### config.mk
export PLATFORM = sky130hd
export DESIGN_NAME = binary_to_balanced_ternary_flat
export DESIGN_NICKNAME = d
export VERILOG_FILES = /design/src/hw/rtl/bbt_pkg.sv /design/src/hw/rtl/bbt_if.sv /design/src/hw/rtl/bbt_ram.sv /design/src/hw/rtl/bbt_datapath.sv /design/src/hw/rtl/bbt_ctrl.sv /design/src/hw/rtl/binary_to_balanced_ternary.sv /design/src/flat_wrapper.sv
export VERILOG_INCLUDE_DIRS = /design/src /design/src/hw/rtl
export SDC_FILE = /design/constraint.sdc
export NUM_CORES = 1
export LEC_CHECK = 0
export BUFFER_PORTS_ARGS = -buffer_cell sky130_fd_sc_hd__buf_2
export CORE_AREA = 2 2 264 266
export CTS_BUF_LIST = sky130_fd_sc_hd__clkbuf_16
export CTS_CLUSTER_DIAMETER = 80
export CTS_CLUSTER_SIZE = 14
export DETAILED_ROUTE_END_ITERATION = 12
export DIE_AREA = 0 0 266 268
export PLACE_DENSITY = 0.47
export SLEW_MARGIN = 20
export SYNTH_ARGS = -nofsm -noshare
export SYNTH_HDL_FRONTEND = slang
export SYNTH_SLANG_ARGS = --single-unit
### constraint.sdc
create_clock -name clock -period 10.8 [get_ports clock]
set_clock_uncertainty 0.15 [all_clocks]
set_input_delay 0.54 -clock clock [delete_from_list [all_inputs] [get_ports clock]]
set_output_delay 0.54 -clock clock [all_outputs]
set_load 0.03 [all_outputs]
### src/hw/rtl/binary_to_balanced_ternary_assert.svh
// ----------------------------------------------------------------------------
// Assertion macros for the balanced ternary converter
// ----------------------------------------------------------------------------
`ifndef BINARY_TO_BALANCED_TERNARY_ASSERT_SVH
`define BINARY_TO_BALANCED_TERNARY_ASSERT_SVH

// same-cycle implication, checked outside reset
`define BBT_ASSERT_NOW(label, clk, rst, ante, cons, msg) \
   label: assert property (@(posedge clk) disable iff (rst) (ante) |-> (cons)) \
      else $error(msg);

// next-cycle implication, checked outside reset
`define BBT_ASSERT_NEXT(label, clk, rst, ante, cons, msg) \
   label: assert property (@(posedge clk) disable iff (rst) (ante) |=> (cons)) \
      else $error(msg);

`endif

### src/hw/rtl/bbt_pkg.sv
// ----------------------------------------------------------------------------
// bbt_pkg
// Types and constants shared by the balanced ternary converter.
// ----------------------------------------------------------------------------
`default_nettype none

package bbt_pkg;

   localparam int VALUE_W = 32;
   localparam int TRIT_W  = 2;

   // digit codes
   localparam logic [TRIT_W-1:0] TRIT_ZERO  = 2'd0;
   localparam logic [TRIT_W-1:0] TRIT_PLUS  = 2'd1;
   localparam logic [TRIT_W-1:0] TRIT_MINUS = 2'd2;

   // floor(x / 3) == (x * RECIP3) >> RECIP3_SHIFT for any 32-bit x
   localparam logic [VALUE_W-1:0] RECIP3       = 32'hAAAA_AAAB;
   localparam int                 RECIP3_SHIFT = 33;

   typedef logic [VALUE_W-1:0] value_type;
   typedef logic [TRIT_W-1:0]  trit_type;

   // controller to datapath
   typedef struct packed {
      logic load;   // capture a new request
      logic step;   // form one digit
      logic issue;  // read one digit for the response
   } bbt_cmd_type;

   // datapath to controller
   typedef struct packed {
      logic conv_done;  // digit formed this cycle is the last one
      logic idx_zero;   // read pointer is at the least significant digit
   } bbt_status_type;

   // remainder of (mag + 1) / 3 mapped to a digit code, sign applied
   function automatic trit_type trit_code(input logic [1:0] rem, input logic neg);
      trit_type code;
      case (rem)
         2'd0:    code = neg ? TRIT_PLUS : TRIT_MINUS;
         2'd2:    code = neg ? TRIT_MINUS : TRIT_PLUS;
         default: code = TRIT_ZERO;
      endcase
      return code;
   endfunction

endpackage

`default_nettype wire

### src/hw/rtl/bbt_if.sv
// ----------------------------------------------------------------------------
// bbt_req_if / bbt_rsp_if
// Valid/ready channels for requests and digit responses.
// ----------------------------------------------------------------------------
`default_nettype none

interface bbt_req_if;
   import bbt_pkg::*;
   logic      valid;
   logic      ready;
   value_type value;
   modport source (output valid, output value, input ready);
   modport sink   (input valid, input value, output ready);
endinterface

interface bbt_rsp_if;
   import bbt_pkg::*;
   logic     valid;
   logic     ready;
   trit_type trit;
   logic     last_digit;
   modport source (output valid, output trit, output last_digit, input ready);
   modport sink   (input valid, input trit, input last_digit, output ready);
endinterface

`default_nettype wire

### src/hw/rtl/bbt_ram.sv
// ----------------------------------------------------------------------------
// bbt_ram
// Generic single-write, single-read RAM with registered read data.
// ----------------------------------------------------------------------------
`default_nettype none

module bbt_ram #(
   parameter int WIDTH = 2,
   parameter int DEPTH = 21
) (
   input  wire logic                     clock,
   input  wire logic                     wr_en,
   input  wire logic [$clog2(DEPTH)-1:0] wr_addr,
   input  wire logic [WIDTH-1:0]         wr_data,
   input  wire logic                     rd_en,
   input  wire logic [$clog2(DEPTH)-1:0] rd_addr,
   output logic      [WIDTH-1:0]         rd_data
);

   logic [WIDTH-1:0] mem_ff [DEPTH];
   logic [WIDTH-1:0] rd_data_ff;

   // write port
   always_ff @(posedge clock) begin
      if (wr_en) begin
         mem_ff[wr_addr] <= wr_data;
      end
   end

   // read port, data held until the next read
   always_ff @(posedge clock) begin
      if (rd_en) begin
         rd_data_ff <= mem_ff[rd_addr];
      end
   end

   assign rd_data = rd_data_ff;

endmodule

`default_nettype wire

### src/hw/rtl/bbt_datapath.sv
// ----------------------------------------------------------------------------
// bbt_datapath
// Divide-by-3 digit former, digit buffer and response read pointer.
// ----------------------------------------------------------------------------
`default_nettype none

module bbt_datapath #(
   parameter int MAX_TRITS = 21
) (
   input  wire logic                    clock,
   input  wire bbt_pkg::bbt_cmd_type    cmd,
   output bbt_pkg::bbt_status_type      status,
   input  wire bbt_pkg::value_type      req_value,
   output bbt_pkg::trit_type            rsp_trit,
   output logic                         rsp_last_digit
);
   import bbt_pkg::*;

   localparam int IDX_W = $clog2(MAX_TRITS);
   localparam logic [IDX_W-1:0] LAST_IDX = IDX_W'(MAX_TRITS - 1);

   value_type        mag_ff, mag_in;
   logic             neg_ff, neg_in;
   logic [IDX_W-1:0] idx_ff, idx_in;
   logic             last_ff, last_in;

   value_type              inc;
   logic [2*VALUE_W-1:0]   prod;
   value_type              quot;
   logic [1:0]             quot3_lo;
   logic [1:0]             rem;
   trit_type               code;
   value_type              abs_value;

   // one balanced digit: q = floor((mag + 1) / 3), digit = (mag + 1) mod 3 - 1
   always_comb begin
      inc      = mag_ff + VALUE_W'(1);
      prod     = (2*VALUE_W)'(inc) * (2*VALUE_W)'(RECIP3);
      quot     = VALUE_W'(prod >> RECIP3_SHIFT);
      quot3_lo = quot[1:0] + {quot[0], 1'b0};
      rem      = inc[1:0] - quot3_lo;
      code     = trit_code(rem, neg_ff);
   end

   assign abs_value = req_value[VALUE_W-1] ? (~req_value + VALUE_W'(1)) : req_value;

   // status back to the controller
   always_comb begin
      status.conv_done = (quot == '0) || (idx_ff == LAST_IDX);
      status.idx_zero  = (idx_ff == '0);
   end

   // next-state of the datapath registers
   always_comb begin
      mag_in  = mag_ff;
      neg_in  = neg_ff;
      idx_in  = idx_ff;
      last_in = last_ff;
      if (cmd.load) begin
         mag_in = abs_value;
         neg_in = req_value[VALUE_W-1];
         idx_in = '0;
      end else if (cmd.step) begin
         mag_in = quot;
         if (!status.conv_done) begin
            idx_in = idx_ff + IDX_W'(1);
         end
      end else if (cmd.issue) begin
         last_in = status.idx_zero;
         if (!status.idx_zero) begin
            idx_in = idx_ff - IDX_W'(1);
         end
      end
   end

   always_ff @(posedge clock) begin
      mag_ff  <= mag_in;
      neg_ff  <= neg_in;
      idx_ff  <= idx_in;
      last_ff <= last_in;
   end

   // digit buffer, least significant first
   bbt_ram #(
      .WIDTH (TRIT_W),
      .DEPTH (MAX_TRITS)
   ) u_digits (
      .clock   (clock),
      .wr_en   (cmd.step),
      .wr_addr (idx_ff),
      .wr_data (code),
      .rd_en   (cmd.issue),
      .rd_addr (idx_ff),
      .rd_data (rsp_trit)
   );

   assign rsp_last_digit = last_ff;

endmodule

`default_nettype wire

### src/hw/rtl/bbt_ctrl.sv
// ----------------------------------------------------------------------------
// bbt_ctrl
// Sequencer: accept, form digits, stream them out most significant first.
// ----------------------------------------------------------------------------
`default_nettype none

`include "binary_to_balanced_ternary_assert.svh"

module bbt_ctrl (
   input  wire logic                    clock,
   input  wire logic                    reset,
   input  wire logic                    req_valid,
   output logic                         req_ready,
   output logic                         rsp_valid,
   input  wire logic                    rsp_ready,
   output bbt_pkg::bbt_cmd_type         cmd,
   input  wire bbt_pkg::bbt_status_type status
);
   import bbt_pkg::*;

   localparam logic [1:0] ST_IDLE  = 2'd0;
   localparam logic [1:0] ST_CONV  = 2'd1;
   localparam logic [1:0] ST_EMIT  = 2'd2;
   localparam logic [1:0] ST_DRAIN = 2'd3;

   logic [1:0] state_ff, state_in;
   logic       valid_ff, valid_in;

   // commands
   always_comb begin
      req_ready = (state_ff == ST_IDLE);
      cmd.load  = req_valid && (state_ff == ST_IDLE);
      cmd.step  = (state_ff == ST_CONV);
      cmd.issue = (state_ff == ST_EMIT) && (!valid_ff || rsp_ready);
   end

   // state transitions
   always_comb begin
      state_in = state_ff;
      case (state_ff)
         ST_IDLE: begin
            if (req_valid) state_in = ST_CONV;
         end
         ST_CONV: begin
            if (status.conv_done) state_in = ST_EMIT;
         end
         ST_EMIT: begin
            if (cmd.issue && status.idx_zero) state_in = ST_DRAIN;
         end
         ST_DRAIN: begin
            if (rsp_ready) state_in = ST_IDLE;
         end
         default: state_in = ST_IDLE;
      endcase
   end

   // response valid follows the buffer read data
   always_comb begin
      if (cmd.issue) begin
         valid_in = 1'b1;
      end else if (rsp_ready) begin
         valid_in = 1'b0;
      end else begin
         valid_in = valid_ff;
      end
   end

   always_ff @(posedge clock) begin
      if (reset) begin
         state_ff <= ST_IDLE;
         valid_ff <= 1'b0;
      end else begin
         state_ff <= state_in;
         valid_ff <= valid_in;
      end
   end

   assign rsp_valid = valid_ff;

   // checks
   `BBT_ASSERT_NOW(a_valid_in_emit, clock, reset, valid_ff,
      (state_ff == ST_EMIT) || (state_ff == ST_DRAIN), "response valid outside emit")
   `BBT_ASSERT_NEXT(a_conv_to_emit, clock, reset, cmd.step && status.conv_done,
      state_ff == ST_EMIT, "conversion end did not start emit")
   `BBT_ASSERT_NEXT(a_drain_done, clock, reset, (state_ff == ST_DRAIN) && rsp_ready,
      (state_ff == ST_IDLE) && !valid_ff, "last digit taken but not idle")

endmodule

`default_nettype wire

### src/hw/rtl/binary_to_balanced_ternary.sv
// ----------------------------------------------------------------------------
// binary_to_balanced_ternary
// Converts a signed 32-bit integer into balanced ternary digits, most
// significant first, one response per digit, last_digit on the final one.
// ----------------------------------------------------------------------------
// channel   dir  payload                      width
// req_ch    in   value (signed)               32
// rsp_ch    out  trit (0, 1 = +1, 2 = -1)     2
//                last_digit                   1
//
// one request forms its n digits (one divide-by-3 multiply per digit), then
// streams them from the digit buffer, one per cycle while rsp_ch is ready
// zero gives a single 0 digit; only the MAX_TRITS low digits are kept
// reset is synchronous and needs no clearing pass; the buffer is written
// before it is read
// a stalled response holds its digit; the next request is taken once the
// last digit is delivered
// ----------------------------------------------------------------------------
`default_nettype none

module binary_to_balanced_ternary #(
   parameter int MAX_TRITS = 21
) (
   input wire logic  clock,
   input wire logic  reset,
   bbt_req_if.sink   req_ch,
   bbt_rsp_if.source rsp_ch
);
   import bbt_pkg::*;

   bbt_cmd_type    cmd;
   bbt_status_type status;

   // sequencer
   bbt_ctrl u_ctrl (
      .clock     (clock),
      .reset     (reset),
      .req_valid (req_ch.valid),
      .req_ready (req_ch.ready),
      .rsp_valid (rsp_ch.valid),
      .rsp_ready (rsp_ch.ready),
      .cmd       (cmd),
      .status    (status)
   );

   // digit former and buffer
   bbt_datapath #(
      .MAX_TRITS (MAX_TRITS)
   ) u_datapath (
      .clock          (clock),
      .cmd            (cmd),
      .status         (status),
      .req_value      (req_ch.value),
      .rsp_trit       (rsp_ch.trit),
      .rsp_last_digit (rsp_ch.last_digit)
   );

endmodule

`default_nettype wire

### src/flat_wrapper.sv
// flat-port wrapper written by rule: the top's interface ports become plain ports
module binary_to_balanced_ternary_flat import bbt_pkg::*;
#(
   parameter int MAX_TRITS = 21
)
  (clock, reset, req_ch_valid, req_ch_value, req_ch_ready, rsp_ch_valid, rsp_ch_trit, rsp_ch_last_digit, rsp_ch_ready);
  bbt_req_if req_ch_i ();
  bbt_rsp_if rsp_ch_i ();
  input wire logic clock;
  input wire logic reset;
  input wire logic [$bits(req_ch_i.valid)-1:0] req_ch_valid;
  input wire logic [$bits(req_ch_i.value)-1:0] req_ch_value;
  output wire logic [$bits(req_ch_i.ready)-1:0] req_ch_ready;
  output wire logic [$bits(rsp_ch_i.valid)-1:0] rsp_ch_valid;
  output wire logic [$bits(rsp_ch_i.trit)-1:0] rsp_ch_trit;
  output wire logic [$bits(rsp_ch_i.last_digit)-1:0] rsp_ch_last_digit;
  input wire logic [$bits(rsp_ch_i.ready)-1:0] rsp_ch_ready;
  assign req_ch_i.valid = req_ch_valid;
  assign req_ch_i.value = req_ch_value;
  assign req_ch_ready = req_ch_i.ready;
  assign rsp_ch_valid = rsp_ch_i.valid;
  assign rsp_ch_trit = rsp_ch_i.trit;
  assign rsp_ch_last_digit = rsp_ch_i.last_digit;
  assign rsp_ch_i.ready = rsp_ch_ready;
  binary_to_balanced_ternary #(.MAX_TRITS(MAX_TRITS)) u_core (.clock(clock), .reset(reset), .req_ch(req_ch_i), .rsp_ch(rsp_ch_i));
endmodule
==> impl_metrics.csv, run 1 <==
group,metric,value,unit
logic_synthesis,synth_largest_type_area_fraction,31.6,%
routing,drcViolationCount,0,
clock_tree,cts_sink_count,86,
critical_path,cpMostUsedCell,"sky130_fd_sc_hd__fa_1",
hold_path,holdCritPathClass,"input port to register",
logic_synthesis,synth.cell_area,22300,um^2
timing,slew_headroom,31.3,%
clock_tree,clk_path_buf_depth,2,
placement,hpwl,69500,um
routing,routed_wl,77200,um
logic_synthesis,synth_cell_types,85,
floorplan,boundary_pin_count,41,
clock_tree,root_buffer,"sky130_fd_sc_hd__clkbuf_16",
timing,timing.final.ws_setup,0.356,ns
timing,timing.final.setup_violations,0,
floorplan,fp-row-count,96,
logic_synthesis,yosysWarnings,0,
grt,groute.usage.overall,22.4,%
logic_synthesis,synthCells,2340,
layout,finish.net_count,3171,
timing,max_freq,0.0958,GHz
placement,gpl.final_weighted_congestion,1.01,
floorplan,floorplan.core_area,68200,um^2
routing,wire_per_inst,23.3,um
logic_synthesis,netlist_top_cells_area,"sky130_fd_sc_hd__fa_1 (32%), sky130_fd_sc_hd__ha_1 (20%), sky130_fd_sc_hd__edfxtp_1 (10%), sky130_fd_sc_hd__inv_1 (9.1%), sky130_fd_sc_hd__xnor2_1 (4.1%)",
critical_path,worstPathBufferInverterCount,6,
clock_tree,tritoncts.num_buffers,9,
critical_path,worst_path_largest_cell_delay,0.61,ns
layout,combined_area_of_the_multi_input_logic_cells,17800,um^2
floorplan,die-width,266,um
timing,hold_viol,0,
clock_tree,worstSkewPairLatency,0.38,ns
logic_synthesis,yosys.cell_count.top_type,"sky130_fd_sc_hd__inv_1",
logic_synthesis,yosys_most_used_dff,"sky130_fd_sc_hd__edfxtp_1",
grt,grt_max_degree,40,
logic_synthesis,yosysSeqAreaShare,11.2,%
critical_path,crit_path_dat,10.59,ns
timing,final-max-slew-violation-count,0,
critical_path,timing_worst_setup_path_type,"register to register",
critical_path,critical_path.top_delay_family,"adder cells",
routing,post_drt_via_cell_ratio,5.14,
routing,route.antenna.remaining_nets,0,
floorplan,initial_core_utilization,32.7,%
layout,drive_gt1_share,8.54,%
placement,portBuffers,40,
timing,finalWorstPathRequiredPeriod,10.44,ns
logic_synthesis,async_reset_ff_share,0,%
logic_synthesis,synth_top_cells_by_count,"sky130_fd_sc_hd__inv_1 (542), sky130_fd_sc_hd__fa_1 (352), sky130_fd_sc_hd__ha_1 (352), sky130_fd_sc_hd__nand2_1 (167), sky130_fd_sc_hd__xnor2_1 (104)",
logic_synthesis,synth_top_area_cell,"sky130_fd_sc_hd__fa_1",
clock_tree,cts_hold_buffers,0,
floorplan,die_height,268,um
placement,dp_worst_setup_slack,-0.233,ns
logic_synthesis,postSynthNetCount,3080,
grt,antenna_found_initial,0,
grt,wire_length_of_the_first_global_routing_pass,118000,um
timing,worstMarginPinSlew,1.02,ns
layout,area_added_between_synthesis_and_finish,10.2,%
routing,drt-pass1-iter-count,5,
logic_synthesis,yosys_register_bits,86,
critical_path,critical_path_peak_fanout,6,
run,max_cap_violations,0,
critical_path,timing.critical_path.required,10.94,ns
logic_synthesis,syn_area_per_cell,9.54,um^2
run_status,status,"completed",
grt,grt_overflow_total,0,
clock_tree,clk_pin_slew_worst_paths,0.07,ns
routing,vias,17044,
routing,dr.first_iter.drc_count,1188,
logic_synthesis,synth_enable_flop_cells,78,
critical_path,startpoint_type,"register",
layout,layout.filler_cells,7035,
critical_path,worst_path_max_delay_cell,"sky130_fd_sc_hd__or4_1",
clock_tree,tritoncts,"built",
layout,register_area,2500,um^2
timing,final_min_period_over_clock_period,96.7,%
timing,grt_setup_unrepaired,"no",
clock_tree,htreeDepth,3,
layout,utilization_after_layout,36.1,%
grt,grt_pass1_vias,18383,
critical_path,worstSetupEndpointType,"register",
floorplan,dieArea,71300,um^2
layout,num_antenna_cells,0,
## metal layers
metal | vias to the layer above | routed length (um) | global-route usage (%)
li1 | 7864 | - | -
met1 | 8558 | 36600 | 32.9
met2 | 517 | 34400 | 35.4
met3 | 105 | 3480 | 1.62
met4 | 0 | 2770 | 6.94
met5 | - | 0 | 0
## cells in the final DEF (no fill, tap or decap), types with 6 or more instances in the layout
cell,instances
sky130_fd_sc_hd__or3_1,6
sky130_fd_sc_hd__o21bai_1,6
sky130_fd_sc_hd__ha_1,347
sky130_fd_sc_hd__dfxtp_1,7
sky130_fd_sc_hd__o21a_1,9
sky130_fd_sc_hd__buf_2,40
sky130_fd_sc_hd__or4_1,10
sky130_fd_sc_hd__and4_1,11
sky130_fd_sc_hd__edfxtp_1,78
sky130_fd_sc_hd__nand3_1,31
sky130_fd_sc_hd__nor3_1,21
sky130_fd_sc_hd__o21ai_0,78
sky130_fd_sc_hd__nand2_1,167
sky130_fd_sc_hd__a211oi_1,8
sky130_fd_sc_hd__xnor2_1,96
sky130_fd_sc_hd__clkbuf_16,9
sky130_fd_sc_hd__and3_1,16
sky130_fd_sc_hd__a21oi_1,96
sky130_fd_sc_hd__mux4_2,12
sky130_fd_sc_hd__a21o_1,18
sky130_fd_sc_hd__mux2i_1,13
sky130_fd_sc_hd__inv_1,540
sky130_fd_sc_hd__o21ai_1,13
sky130_fd_sc_hd__nor2_1,84
sky130_fd_sc_hd__nand3b_1,6
sky130_fd_sc_hd__o211ai_1,13
sky130_fd_sc_hd__buf_4,81
sky130_fd_sc_hd__o41ai_1,6
sky130_fd_sc_hd__xor2_1,46
sky130_fd_sc_hd__nand4_1,34
sky130_fd_sc_hd__fa_1,352
sky130_fd_sc_hd__nand2b_1,20
sky130_fd_sc_hd__o31ai_1,15
sky130_fd_sc_hd__nor4_1,9
sky130_fd_sc_hd__and2_1,10
sky130_fd_sc_hd__xnor2_2,9
## sequential cells by signal, indices dropped and copies added (netlist names)
signal                              count
u_core.u_datapath.rsp_last_digit        1
u_core.u_datapath.mag_ff               32
u_core.u_ctrl.rsp_valid                 1
u_core.u_datapath.neg_ff                1
u_core.u_datapath.u_digits.rd_data      2
u_core.u_ctrl.state_ff                  2
u_core.u_datapath.u_digits.mem_ff      42
u_core.u_datapath.idx_ff                5
## metrics by stage
step	std cells	hold slack [ns]	TNS (ns)	instance area, um^2
finish	3318	0.234	0	24600
global route	3318	0.246	0	24600
CTS	3313	0.218	0	24400
detailed placement	3296	0.359	-1.46	24000
global placement	3296	0.347	-1.07	24000
floorplan	2340	0.331	0	22300
## final cells by class
cell class | instances | area share [%]
multi-input cells | 1670 | 72.5
repair buffers | 121 | 3.29
well taps | 882 | 4.49
clock inverters | 7 | 0.315
inverters | 543 | 8.28
flip-flops and latches | 86 | 10.2
clock buffers | 9 | 0.915
## repair_timing
| action | in CTS | in global routing |
|---|---|---|
| pin swaps | 1 | 6 |
| gates resized for setup | 8 | 34 |
| buffers inserted | 1 | 5 |
| endpoints found under the setup margin | 7 | 28 |
## worst paths after layout
kind / end / slack [ns] / depth (start not counted) / start
worst max register to register: u_core.u_ctrl.state_ff[1]$_SDFFE_PP0P_ / 0.36 / 32 / u_core.u_datapath.mag_ff[3]$_DFFE_PP_
worst min register to register: u_core.u_ctrl.state_ff[0]$_SDFFE_PP0P_ / 0.37 / 2 / u_core.u_ctrl.state_ff[0]$_SDFFE_PP0P_
worst max-delay path: u_core.u_ctrl.state_ff[1]$_SDFFE_PP0P_ / 0.36 / 32 / u_core.u_datapath.mag_ff[3]$_DFFE_PP_
worst min-delay path: u_core.u_ctrl.rsp_valid$_SDFFE_PP0P_ / 0.23 / 2 / reset
## logic make-up (layout without fill, tap and decap cells)
| group | count (synthesis) | count (layout) | share of synthesized area, % |
|---|---|---|---|
| fa+ha+maj | 704 | 704 | 51.3 |
| buf+inv | 584 | 680 | 9.88 |
| simple gates | 455 | 455 | 10.1 |
| compound gates | 330 | 330 | 9.56 |
| xor+xnor | 153 | 153 | 6.03 |
| flops | 86 | 86 | 11.2 |
| mux | 28 | 28 | 1.94 |
Power of run 1 is left out: the tool's default activity adds up to more than one toggle a clock period on the data nets, which glitch-free logic cannot reach.
==> inputs of run 2 (changes only) <==
--- a/config.mk
+++ b/config.mk
@@ -7,12 +7,12 @@
 export NUM_CORES = 1
 export LEC_CHECK = 0
 export BUFFER_PORTS_ARGS = -buffer_cell sky130_fd_sc_hd__buf_2
-export CORE_AREA = 2 2 264 266
+export CORE_AREA = 2 2 371 189
 export CTS_BUF_LIST = sky130_fd_sc_hd__clkbuf_16
 export CTS_CLUSTER_DIAMETER = 80
 export CTS_CLUSTER_SIZE = 14
 export DETAILED_ROUTE_END_ITERATION = 12
-export DIE_AREA = 0 0 266 268
+export DIE_AREA = 0 0 373 191
 export PLACE_DENSITY = 0.47
 export SLEW_MARGIN = 20
 export SYNTH_ARGS = -nofsm -noshare
==> impl_metrics.csv, run 2 (same netlist as run 1, synthesis figures left out) <==
group,metric,value,unit
floorplan,die-width,373,um
grt,grt_pass1_vias,17788,
grt,groute.usage.overall,25.0,%
timing,final-max-slew-violation-count,0,
critical_path,timing.critical_path.depth,35,
clock_tree,worstSkewPairLatency,0.36,ns
layout,area_added_between_synthesis_and_finish,11.2,%
routing,post_drt_via_cell_ratio,5.19,
routing,drt-pass1-iter-count,6,
critical_path,timing_worst_setup_path_type,"register to register",
routing,routed_wl,87800,um
routing,dr.first_iter.drc_count,1581,
clock_tree,clk_pin_slew_worst_paths,0.08,ns
timing,slew_headroom,27.5,%
layout,reg_top3,"u_core.u_datapath.u_digits.mem_ff: 42 flops, u_core.u_datapath.mag_ff: 32 flops, u_core.u_datapath.idx_ff: 5 flops",
layout,combined_area_of_the_multi_input_logic_cells,17800,um^2
grt,grt_max_degree,40,
hold_path,hold_path_depth,2,
floorplan,floorplan.core_area,68200,um^2
layout,utilization_after_layout,36.4,%
grt,antenna_found_initial,0,
clock_tree,cts_sink_count,86,
clock_tree,tritoncts,"built",
clock_tree,htreeDepth,3,
timing,timing.final.setup_violations,0,
floorplan,initial_core_utilization,32.8,%
critical_path,worst_path_largest_cell_delay,0.65,ns
routing,route.antenna.remaining_nets,0,
routing,top_layer,"met4",
placement,dpl.cell_count,3363,
run_status,status,"completed",
floorplan,dieArea,71200,um^2
clock_tree,root_buffer,"sky130_fd_sc_hd__clkbuf_16",
routing,wl_met2,27600,um
critical_path,critical_path_peak_fanout,7,
timing,final_min_period_over_clock_period,96.3,%
critical_path,worst_setup_path_startpoint,"u_core.u_datapath.mag_ff[5]$_DFFE_PP_",
routing,routedLengthMet1,47900,um
timing,hold-worst-slack,0.254,ns
grt,grt_overflow_total,0,
placement,portBuffers,40,
critical_path,worst_r2r_endpoint,"u_core.u_datapath.idx_ff[2]$_SDFFE_PP0P_",
timing,finalWorstPathRequiredPeriod,10.40,ns
placement,hpwl,80100,um
layout,layout.filler_cells,7046,
routing,drcViolationCount,0,
layout,leading_cell_type_in_the_layout_fill_and_taps_excluded,"sky130_fd_sc_hd__inv_1",
routing,vias,17560,
critical_path,worstSetupEndpointType,"register",
routing,wl_met3,11900,um
layout,finish.net_count,3206,
run,max_cap_violations,0,
critical_path,timing.critical_path.required,10.93,ns
clock_tree,cts_hold_buffers,0,
layout,largest_reg_flops,42,
floorplan,fp-row-count,68,
layout,layout_common_cells,"sky130_fd_sc_hd__inv_1 (541), sky130_fd_sc_hd__fa_1 (349), sky130_fd_sc_hd__ha_1 (345)",
layout,drive_gt1_share,9.87,%
critical_path,critical_path.top_delay_family,"adder cells",
critical_path,worst-r2r-cell-count,35,
critical_path,worstPathBufferInverterCount,8,
timing,worstMarginPinSlew,1.08,ns
hold_path,holdCritPathClass,"input port to register",
critical_path,setup.reg_to_reg.worst_slack,0.40,ns
layout,num_antenna_cells,0,
layout,fin_cells,3381,
layout,registers.top_by_ff_count,"u_core.u_datapath.u_digits.mem_ff",
layout,register_area,2500,um^2
critical_path,crit_path_end,"u_core.u_datapath.idx_ff[2]$_SDFFE_PP0P_",
placement,gpl.final_weighted_congestion,1.01,
clock_tree,tritoncts.num_buffers,9,
timing,hold_viol,0,
timing,grt_setup_unrepaired,"no",
floorplan,die_height,191,um
grt,wire_length_of_the_first_global_routing_pass,127000,um
critical_path,regToRegStartpoint,"u_core.u_datapath.mag_ff[5]$_DFFE_PP_",
critical_path,worst_path_max_delay_cell,"sky130_fd_sc_hd__fa_2",
clock_tree,clk_path_buf_depth,2,
critical_path,startpoint_type,"register",
critical_path,crit_path_dat,10.52,ns
floorplan,boundary_pin_count,41,
timing,max_freq,0.0962,GHz
routing,wire_per_inst,26.0,um
run 2: per-layer routing:
metal  track usage, %  vias to the layer above
met5                0                        -
met4             1.58                        0
met3             10.2                       21
met2             27.2                      751
met1             43.2                     8854
li1                 -                     7934
run 2: timing repair:
item | 4_1_cts | 5_1_grt
setup buffers | 0 | 2
pin swaps | 0 | 1
resized for setup | 3 | 36
endpoints found under the setup margin | 5 | 28
gates cloned | 0 | 0
run 2: per-stage QoR:
stage	area, um^2	setup TNS (ns)	setup WS [ns]
2_1_floorplan	22300	0	1.40
3_3_place_gp	24400	-0.677	-0.127
3_5_place_dp	24400	-0.0181	-0.0181
4_1_cts	24700	0	0.0506
5_1_grt	24800	0	0.0269
6_report	24800	0	0.405
run 2: how the worst min path moves through the flow:
stage,start,endpoint
after floorplan,u_core.u_ctrl.state_ff[1]$_SDFFE_PP0P_,u_core.u_ctrl.state_ff[1]$_SDFFE_PP0P_
after global placement,u_core.u_ctrl.rsp_valid$_SDFFE_PP0P_,u_core.u_ctrl.rsp_valid$_SDFFE_PP0P_
after detailed placement,u_core.u_ctrl.rsp_valid$_SDFFE_PP0P_,u_core.u_ctrl.rsp_valid$_SDFFE_PP0P_
after CTS,reset,u_core.u_ctrl.rsp_valid$_SDFFE_PP0P_
after global routing,reset,u_core.u_ctrl.rsp_valid$_SDFFE_PP0P_
final,reset,u_core.u_ctrl.rsp_valid$_SDFFE_PP0P_
run 2: final cells by class:
type,instances,area share [%]
Clock buffer,9,0.907
Sequential cell,86,10.1
Timing Repair Buffer,156,4.31
Tap cell,910,4.59
Clock inverter,7,0.292
Multi-Input combinational cell,1670,71.6
Inverter,543,8.21
Power of run 2 is left out for the same reason.
==> inputs of run 3 (changes only) <==
--- a/config.mk
+++ b/config.mk
@@ -7,6 +7,7 @@
 export NUM_CORES = 1
 export LEC_CHECK = 0
 export BUFFER_PORTS_ARGS = -buffer_cell sky130_fd_sc_hd__buf_2
+export CAP_MARGIN = 5
 export CORE_AREA = 2 2 371 189
 export CTS_BUF_LIST = sky130_fd_sc_hd__clkbuf_16
 export CTS_CLUSTER_DIAMETER = 80
@@ -14,6 +15,7 @@
 export DETAILED_ROUTE_END_ITERATION = 12
 export DIE_AREA = 0 0 373 191
 export PLACE_DENSITY = 0.47
+export RECOVER_POWER = 50
 export SLEW_MARGIN = 20
 export SYNTH_ARGS = -nofsm -noshare
 export SYNTH_HDL_FRONTEND = slang
==> impl_metrics.csv, run 3 (same netlist as run 1, synthesis figures left out) <==
group,metric,value,unit
run_status,status,"finished, violations left",
run_status,failed_checks,"capacitance limit, slew limit",
floorplan,initial_core_utilization,32.8,%
clock_tree,clk_path_buf_depth,2,
floorplan,floorplan.core_area,68200,um^2
placement,dp_worst_setup_slack,-0.0181,ns
layout,leading_cell_type_in_the_layout_fill_and_taps_excluded,"sky130_fd_sc_hd__inv_1",
routing,post_drt_via_cell_ratio,5.19,
critical_path,worst_setup_path_startpoint,"u_core.u_datapath.mag_ff[5]$_DFFE_PP_",
floorplan,fp-row-count,68,
critical_path,setup.reg_to_reg.worst_slack,0.40,ns
layout,reg_top3,"u_core.u_datapath.u_digits.mem_ff: 42 flops, u_core.u_datapath.mag_ff: 32 flops, u_core.u_datapath.idx_ff: 5 flops",
layout,drive_gt1_share,9.51,%
placement,gpl.final_weighted_congestion,1.01,
layout,num_antenna_cells,0,
layout,finish.net_count,3206,
clock_tree,htreeDepth,3,
layout,area_added_between_synthesis_and_finish,11.1,%
grt,groute.usage.overall,25.0,%
placement,portBuffers,40,
placement,placed_cell_area,24400,um^2
floorplan,boundary_pin_count,41,
timing,max_freq,0.0962,GHz
routing,dr.first_iter.drc_count,1581,
floorplan,dieArea,71200,um^2
hold_path,startpoint_of_the_tightest_hold_check_path,"reset",
timing,timing.final.ws_setup,0.401,ns
floorplan,die_height,191,um
critical_path,worst_path_largest_cell_delay,0.65,ns
critical_path,worst_path_max_delay_cell,"sky130_fd_sc_hd__fa_2",
critical_path,critical_path_peak_fanout,7,
layout,largest_reg_flops,42,
grt,grt_overflow_total,0,
routing,route.antenna.remaining_nets,0,
clock_tree,tritoncts.num_buffers,9,
clock_tree,root_buffer,"sky130_fd_sc_hd__clkbuf_16",
grt,antenna_found_initial,0,
grt,grt_max_degree,40,
clock_tree,cts_sink_count,86,
hold_path,holdCritPathClass,"input port to register",
critical_path,worst-r2r-cell-count,35,
run,max_cap_violations,2,
routing,wire_per_inst,26.0,um
timing,worstMarginPinSlew,2.27,ns
timing,final-max-slew-violation-count,73,
layout,registers.top_by_ff_count,"u_core.u_datapath.u_digits.mem_ff",
layout,layout_common_cells,"sky130_fd_sc_hd__inv_1 (541), sky130_fd_sc_hd__fa_1 (349), sky130_fd_sc_hd__ha_1 (345)",
clock_tree,worstSkewPairLatency,0.36,ns
critical_path,worstSetupEndpointType,"register",
critical_path,critical_path.top_delay_family,"adder cells",
grt,grt_pass1_vias,17788,
critical_path,timing_worst_setup_path_type,"register to register",
hold_path,hold_path_depth,2,
floorplan,die-width,373,um
timing,final_min_period_over_clock_period,96.3,%
layout,final_design_area_no_fill,24800,um^2
critical_path,regToRegStartpoint,"u_core.u_datapath.mag_ff[5]$_DFFE_PP_",
timing,slew_headroom,-51.2,%
timing,hold_viol,0,
timing,finalWorstPathRequiredPeriod,10.40,ns
critical_path,worst_r2r_endpoint,"u_core.u_datapath.idx_ff[2]$_SDFFE_PP0P_",
timing,timing.final.setup_violations,0,
timing,grt_setup_unrepaired,"no",
critical_path,timing.critical_path.required,10.92,ns
clock_tree,tritoncts,"built",
routing,routed_wl,87800,um
routing,drcViolationCount,0,
grt,wire_length_of_the_first_global_routing_pass,127000,um
critical_path,worstPathBufferInverterCount,8,
placement,hpwl,80100,um
routing,drt-pass1-iter-count,6,
critical_path,crit_path_dat,10.52,ns
routing,vias,17542,
clock_tree,clk_pin_slew_worst_paths,0.08,ns
timing,hold-worst-slack,0.254,ns
hold_path,timing.hold.worst_endpoint,"u_core.u_ctrl.rsp_valid$_SDFFE_PP0P_",
critical_path,startpoint_type,"register",
run 3: stage by stage:
| stage | setup TNS (ns) | instances | util (%) |
|---|---|---|---|
| after detailed placement | -0.0181 | 3363 | 35.7 |
| after floorplan | 0 | 2340 | - |
| after global placement | -0.677 | 3363 | 35.7 |
| final | 0 | 3381 | 36.4 |
| after CTS | 0 | 3379 | 36.2 |
| after global routing | 0 | 3381 | 36.4 |
run 3: area by class of cell:
type	count	area, um^2
repair buffers	156	1060
well taps	910	1140
clock buffers	9	225
inverters	543	2040
fillers	7052	43300
clock inverters	7	72.6
multi-input cells	1670	17800
flip-flops and latches	86	2500
run 3: timing repair:
item                                    4_1_cts  5_1_grt
setup buffers                                 0        2
hold buffers                                  0        0
resized for setup                             3       36
endpoints found under the setup margin        5       28
pin swaps                                     0        1
run 3: worst max path at each step:
stage / endpoint / slack [ns] / depth (start not counted)
6_report: u_core.u_datapath.idx_ff[2]$_SDFFE_PP0P_ / 0.40 / 35
5_1_grt: u_core.u_datapath.idx_ff[0]$_SDFFE_PP0P_ / 0.03 / 38
4_1_cts: u_core.u_datapath.idx_ff[2]$_SDFFE_PP0P_ / 0.05 / 33
3_5_place_dp: u_core.u_datapath.idx_ff[2]$_SDFFE_PP0P_ / -0.02 / 34
3_3_place_gp: u_core.u_datapath.idx_ff[4]$_SDFFE_PP0P_ / -0.13 / 35
2_1_floorplan: u_core.u_datapath.idx_ff[0]$_SDFFE_PP0P_ / 1.40 / 33
run 3: metal layers:
| layer | wire length (um) | vias to the layer above | track usage [%] | part of all wire (%) |
|---|---|---|---|---|
| met2 | 27600 | 747 | 27.2 | 31 |
| met5 | 0 | - | 0 | 0 |
| met4 | 381 | 0 | 1.58 | 0.43 |
| met1 | 47900 | 8843 | 43.2 | 55 |
| li1 | - | 7931 | - | - |
| met3 | 11900 | 21 | 10.2 | 14 |
Power of run 3 is left out for the same reason.
